<file path="src/hw/rtl/ptl_pkg.sv">
`timescale 1ns / 1ps
// ----------------------------------------------------------------------------
// ptl_pkg: shared types and constants for the positional list table
// Command codes, sequencer states and the cell control struct.
// ----------------------------------------------------------------------------
package ptl_pkg;

  localparam int CAPACITY_DEF     = 64;
  localparam int PAYLOAD_BITS_DEF = 64;

  localparam int CMD_W = 3;
  localparam int POS_W = 7;
  localparam int KEY_W = 32;

  typedef enum logic [CMD_W-1:0] {
    CMD_APPEND     = 3'd0,
    CMD_INSERT     = 3'd1,
    CMD_REMOVE_END = 3'd2,
    CMD_REMOVE_AT  = 3'd3,
    CMD_FIND       = 3'd4,
    CMD_READ       = 3'd5
  } cmd_e;

  typedef enum logic [1:0] {
    ST_IDLE,
    ST_EVAL,
    ST_DONE
  } state_e;

  // Broadcast to every cell; each cell compares the index against its own
  typedef struct packed {
    logic load;   // write the new record at the index
    logic open;   // cells above the index take their lower neighbor
    logic close;  // cells at and above the index take their upper neighbor
  } ptl_ctl_t;

endpackage

</file>
<file path="src/hw/rtl/ptl_cell.sv">
`timescale 1ns / 1ps
// ----------------------------------------------------------------------------
// ptl_cell: one slot of the positional list
// Holds one record, shifts it to or from its neighbors and compares its key.
// ----------------------------------------------------------------------------
module ptl_cell
  import ptl_pkg::*;
#(
  parameter int IDX_W = 6,
  parameter int CNT_W = 7,
  parameter int IDX   = 0,
  parameter int PAY_W = 64
) (
  input  logic                    clk_i,
  input  ptl_ctl_t                ctl_i,
  input  logic [IDX_W-1:0]        idx_i,
  input  logic [CNT_W-1:0]        cnt_i,
  input  logic signed [KEY_W-1:0] key_i,
  input  logic [PAY_W-1:0]        pay_i,
  input  logic signed [KEY_W-1:0] left_key_i,
  input  logic [PAY_W-1:0]        left_pay_i,
  input  logic signed [KEY_W-1:0] right_key_i,
  input  logic [PAY_W-1:0]        right_pay_i,
  output logic signed [KEY_W-1:0] key_o,
  output logic [PAY_W-1:0]        pay_o,
  output logic                    match_o
);

  logic signed [KEY_W-1:0] key_q, key_d;
  logic [PAY_W-1:0]        pay_q, pay_d;
  logic                    here, above, at_or_above;

  // Locate this slot relative to the broadcast index
  always_comb begin
    here        = (idx_i == IDX_W'(IDX));
    above       = (IDX_W'(IDX) > idx_i);
    at_or_above = (IDX_W'(IDX) >= idx_i);
  end

  // Pick the next record: load, shift up, shift down or hold
  always_comb begin
    key_d = key_q;
    pay_d = pay_q;
    if (ctl_i.load && here) begin
      key_d = key_i;
      pay_d = pay_i;
    end else if (ctl_i.open && above) begin
      key_d = left_key_i;
      pay_d = left_pay_i;
    end else if (ctl_i.close && at_or_above) begin
      key_d = right_key_i;
      pay_d = right_pay_i;
    end
  end

  always_ff @(posedge clk_i) begin
    key_q <= key_d;
    pay_q <= pay_d;
  end

  // Match only on live slots below the fill count
  assign match_o = (key_q == key_i) && (CNT_W'(IDX) < cnt_i);
  assign key_o   = key_q;
  assign pay_o   = pay_q;

endmodule

</file>
<file path="config.mk">
export PLATFORM = sky130hd
export DESIGN_NAME = ptl_cell
export DESIGN_NICKNAME = d
export VERILOG_FILES = /design/src/hw/rtl/ptl_pkg.sv /design/src/hw/rtl/ptl_cell.sv
export SDC_FILE = /design/constraint.sdc
export NUM_CORES = 1
export LEC_CHECK = 0
export BUFFER_PORTS_ARGS = -buffer_cell sky130_fd_sc_hd__buf_2
export CAP_MARGIN = 0
export CORE_AREA = 4 4 152 154
export DETAILED_ROUTE_END_ITERATION = 10
export DIE_AREA = 0 0 156 158
export SETUP_SLACK_MARGIN = 0.15
export SLEW_MARGIN = 30
export SYNTH_ARGS = -nofsm -noshare
export SYNTH_HDL_FRONTEND = slang
export SYNTH_SLANG_ARGS = --single-unit
</file>
<file path="constraint.sdc">
create_clock -name clk_i -period 4.7 [get_ports clk_i]
set_clock_uncertainty 0.15 [all_clocks]
set_input_delay 0.235 -clock clk_i [delete_from_list [all_inputs] [get_ports clk_i]]
set_output_delay 0.235 -clock clk_i [all_outputs]
set_load 0.01 [all_outputs]
</file>
==> metrics.yaml, run 1 <==
clock_sinks: 96
cp_slowest_cell: "nor4_1"
fp.coreArea_um2: 21690
antenna-diode-count: 0
std_cell_rows: 54
fp.dieH_um: 158
cts_tree: "built"
clk_pin_slew_worst_paths_ps: 80
die_w_um: 156
synthTopCellsByArea: "edfxtp_1, mux2_2, mux2_4"
synth_area_leader_cell: "edfxtp_1"
fin_total_pwr_mw: 1.839
grt_pass1_wl_mm: 19.38
drv_cap: 0
synthCells: 252
worstPathRequired_ps: 4320
worst_path_dominant_cell_family: "simple AND/OR/NAND/NOR gates"
ys_seq_area_frac: 0.6269
dieArea_um2: 24650
firstDrtPassIters: 4
synthFlopType: "edfxtp_1"
whs_path_depth: 2
first_global_vias: 3521
clockBufferDepth: 2
period_minus_slack_ps: 2701
avgSynthCellArea_um2: 18.25
cts_hold_buf: 0
numPortBuffers: 304
async_flop_share: 0
place_hpwl_mm: 10.76
critPathMaxStageDelay_ps: 620
post-route-drc-count: 0
vdd_drop_max_v: 0.0001343
cts-resized-gates: 0
holdCritPathClass: "in2reg"
drive_gt1_frac: 0.7434
hp-start: "pay_i[18]"
fmax_ghz: 0.3703
drtIter0Drc: 110
fin_nets: 865
grt_usage: 0.1048
ios: 402
cellLeakagePower_nw: 2.989
critPathArrivalTime_ps: 2320
wl_mm: 13.80
wl_per_cell_um: 16.33
postRouteAntennaNets: 0
areaGrowthSynthToFinish_pct: 46.01
worstPathMaxFanout: 2
grt_max_degree: 66
timing.hold.ws_ps: 32.33
vias: 3346
slew_headroom: 0.4055
start_util: 0.2120
htreeDepth: 3
crit_type: "reg2out"
syn_area_um2: 4598
powerDensity_nw_per_um2: 273.9
synth_top_cell_area_share: 0.6269
rsz0062_at_grt: "false"
synth.distinct_cells: 15
post-route-period-util: 0.5746
antenna_found_initial: 2
critPathBufInv: 1
yosysWarnings: 0
start_kind: "register"
hold_viol_final: 0
numCtsBuffers: 9
avgViaCountPerCell: 3.960
cp-end-kind: "output port"
synth_fp_nets: 557
status: "completed"
synth_edf_count: 96
routabilityCongestion: 0.7470
path_cells: "xor2_1 -> nor4_1 -> nand4_1 -> a2111oi_2 -> buf_2"
slew_viol_final: 0
clockRootBuffer: "clkbuf_16"
fin_setup_tns_ps: 0
synth_seq_cells: 96
tightest_slew_ps: 891.7
grt_overflow_total: 0
post_cts_buffers: 0
setup_violations: 0
min_to: "pay_o[18]$_DFFE_PP_"
layout by cell type (no fill, tap or decap), drive strengths merged:
cell type    n
buf        307
edfxtp      96
mux2        96
xor2        28
clkbuf      11
nor4         8
xnor2        4
nor2         3
clkinvlp     3
nand4        3
inv          2
nor3         1
nand3        1
a2111oi      1
o2111a       1
final cells by class:
type / count / area, um^2
clock buffers: 11 / 232.7
clock inverters: 5 / 40.04
fillers: 2205 / 14970
multi-input cells: 146 / 1652
flip-flops and latches: 96 / 2883
well taps: 280 / 350.3
repair buffers: 307 / 1556
cell families after synthesis:
kind of cell	share of synthesized area
xor+xnor	0.06095
flops	0.6269
mux	0.2678
compound gates	0.005713
simple gates	0.02095
buf+inv	0.01769
registers in the layout, indices dropped and copies added (netlist names):
| name | flops |
|---|---|
| pay_o | 64 |
| key_o | 32 |
metrics by stage:
| stage | utilization | instance area, um^2 | std cells | setup slack [ps] |
|---|---|---|---|---|
| floorplan | - | 4598 | 252 | 1413 |
| global placement | 0.2961 | 6421 | 828 | 1693 |
| detailed placement | 0.2961 | 6421 | 828 | 1660 |
| CTS | 0.3086 | 6694 | 844 | 2055 |
| global route | 0.3096 | 6714 | 845 | 1890 |
| finish | 0.3096 | 6714 | 845 | 1999 |
power breakdown:
part | internal (mW) | switching, mW | leakage, nW
combinational | 0.117 | 0.0654 | 2.00
clock | 0.364 | 0.339 | 0.123
sequential | 0.950 | 0.00291 | 0.864
per-layer routing:
layer  up-vias  part of all wire  global-route usage  routed length, um
met5         -            0.0015                   0                 21
met4         4             0.012             0.03001                159
met3        12              0.11             0.04347               1518
met2       203              0.50              0.1829               6852
met1      1536              0.38              0.1178               5243
li1       1591                 -                   -                  -
cells in the mapped netlist (2+ instances only):
master    count
mux2_2       56
nor4_1        8
xnor2_1       4
nor2_1        3
mux2_4       40
xor2_1       28
nand4_1       2
buf_6         5
buf_2         5
edfxtp_1     96
how the worst max path moves through the flow:
stage	startpoint	slack, ps	depth (start not counted)	endpoint
floorplan	idx_i[1]	1410	2	key_o[0]$_DFFE_PP_
global placement	idx_i[1]	1690	5	key_o[28]$_DFFE_PP_
detailed placement	idx_i[1]	1660	5	key_o[21]$_DFFE_PP_
CTS	idx_i[1]	2050	5	key_o[22]$_DFFE_PP_
global route	key_o[14]$_DFFE_PP_	1890	5	match_o
finish	key_o[14]$_DFFE_PP_	2000	5	match_o
Note: power is estimated with default switching activity, not from simulation.
==> run 2: changes to the inputs <==
- CORE_AREA: 4 4 152 154 -> 4 4 155 157
- DIE_AREA: 0 0 156 158 -> 0 0 159 161
- clock period: 4.7 -> 2.4 ns (I/O delays scaled with it)
==> run 2 against run 1 <==
Synthesized cell count is the same. Synthesized area unchanged. The flow now stops in clock tree synthesis.
==> metrics.yaml, run 2 <==
clockBufferDepth: 2  # unchanged
synth_most_common_cell: "edfxtp_1"  # unchanged
synthTopCellsByArea: "edfxtp_1, mux2_2, mux2_4"  # unchanged
die_w_um: 159  # was 156 um
numCtsBuffers: 9  # unchanged
place_hpwl_mm: 10.62  # was 10.76 mm
synth_area_leader_cell: "edfxtp_1"  # unchanged
ys_seq_area_frac: 0.6269  # unchanged
avgSynthCellArea_um2: 18.25  # unchanged
routabilityCongestion: 0.7625  # was 0.7470
synth_fp_nets: 557  # unchanged
place_area_um2: 6472  # was 6421 um^2
std_cell_rows: 55  # was 54
yosysWarnings: 0  # unchanged
stop_stage: "clock tree synthesis"
synth_seq_cells: 96  # unchanged
fp.dieH_um: 161  # was 158 um
htreeDepth: 3  # unchanged
synth_top_cell_area_share: 0.6269  # unchanged
status: "did not finish"  # was completed
synth.distinct_cells: 15  # unchanged
post_cts_buffers: 1  # was 0
firstError: "[ERROR RSZ-0060] Max buffer count reached."
synthCells: 252  # unchanged
async_flop_share: 0  # unchanged
start_util: 0.2043  # was 0.2120
cts-resized-gates: 4  # was 0
ios: 402  # unchanged
synth_edf_count: 96  # unchanged
syn_area_um2: 4598  # unchanged
clockRootBuffer: "clkbuf_16"  # unchanged
synthFlopType: "edfxtp_1"  # unchanged
yosys-top-cells-count: "edfxtp_1, mux2_2, mux2_4"  # unchanged
numPortBuffers: 304  # unchanged
clock_sinks: 96  # unchanged
cts_hold_buf: 172  # was 0
[run 2: cell counts after synthesis]
No cell type changed its count.
[run 2: metrics by stage]
step / cells / hold WS, ps / util / worst slack [ps]
detailed placement: 835 / 273.6 / 0.2876 / 234.0
floorplan: 252 / 187.5 / - / 222.3
global placement: 835 / 270.7 / 0.2876 / 256.0
[run 2: logic make-up after synthesis]
family	synth area share
buffers and inverters	0.01769
and+or+nand+nor	0.02095
AOI/OAI and AO/OA	0.005713
muxes	0.2678
DFF	0.6269
xor gates and xnor gates	0.06095
==> run 3: changes to the inputs <==
- CORE_AREA: 4 4 155 157 -> 4 4 153 155
- DIE_AREA: 0 0 159 161 -> 0 0 157 159
- PLACE_DENSITY_LB_ADDON: not set -> 0.15
- SETUP_SLACK_MARGIN: 0.15 -> not set
- clock period: 2.4 -> 3.12 ns (I/O delays scaled with it)
==> run 3 against run 2 <==
The run again fails in clock tree synthesis. Synthesized cell count did not move. Synthesized area stayed put.
==> metrics.yaml, run 3 <==
status: "did not finish"  # unchanged
stop_stage: "clock tree synthesis"  # unchanged
firstError: "[ERROR RSZ-0060] Max buffer count reached."  # unchanged
htreeDepth: 3  # unchanged
synth_seq_cells: 96  # unchanged
synth_most_common_cell: "edfxtp_1"  # unchanged
synth_fa_ha_area_frac: 0  # unchanged
synth.distinct_cells: 15  # unchanged
clock_sinks: 96  # unchanged
die_w_um: 157  # was 159 um
cts-resized-gates: 0  # was 4
avgSynthCellArea_um2: 18.25  # unchanged
fp.dieH_um: 159  # was 161 um
synthSimpleGateAreaFrac: 0.02095  # unchanged
synth_compound_area_frac: 0.005714  # unchanged
numCtsBuffers: 9  # unchanged
yosys-top-cells-count: "edfxtp_1, mux2_2, mux2_4"  # unchanged
synthFlopType: "edfxtp_1"  # unchanged
start_util: 0.2107  # was 0.2043
dp.cells: 831  # was 835
async_flop_share: 0  # unchanged
synthCells: 252  # unchanged
place_area_um2: 6461  # was 6472 um^2
synth-xor-area-share: 0.06095  # unchanged
place_hpwl_mm: 11.20  # was 10.62 mm
synth_fp_nets: 557  # unchanged
clockRootBuffer: "clkbuf_16"  # unchanged
synth_top_family_by_area: "multiplexers"  # unchanged
post_cts_buffers: 0  # was 1
synthTopCellsByArea: "edfxtp_1, mux2_2, mux2_4"  # unchanged
std_cell_rows: 54  # was 55
synth_top_cell_area_share: 0.6269  # unchanged
clockBufferDepth: 2  # unchanged
yosysWarnings: 0  # unchanged
syn_area_um2: 4598  # unchanged
numPortBuffers: 304  # unchanged
ios: 402  # unchanged
synth_edf_count: 96  # unchanged
pre_cts_ws_ps: 996.4  # was 234.0 ps
synth_area_leader_cell: "edfxtp_1"  # unchanged
ys_seq_area_frac: 0.6269  # unchanged
routabilityCongestion: 0.7969  # was 0.7625
cts_hold_buf: 170  # was 172
synthMuxAreaShare: 0.2678  # unchanged
-- run 3: logic make-up after synthesis --
| logic type | count (synthesis) |
|---|---|
| muxes | 96 |
| DFF | 96 |
| xor gates and xnor gates | 32 |
| and+or+nand+nor | 16 |
| buffers and inverters | 10 |
| AOI/OAI and AO/OA | 2 |
-- run 3: metrics by stage --
stage / util / hold slack, ps
3_5_place_dp: 0.2961 / 310.8
3_3_place_gp: 0.2961 / 307.9
2_1_floorplan: - / 223.5
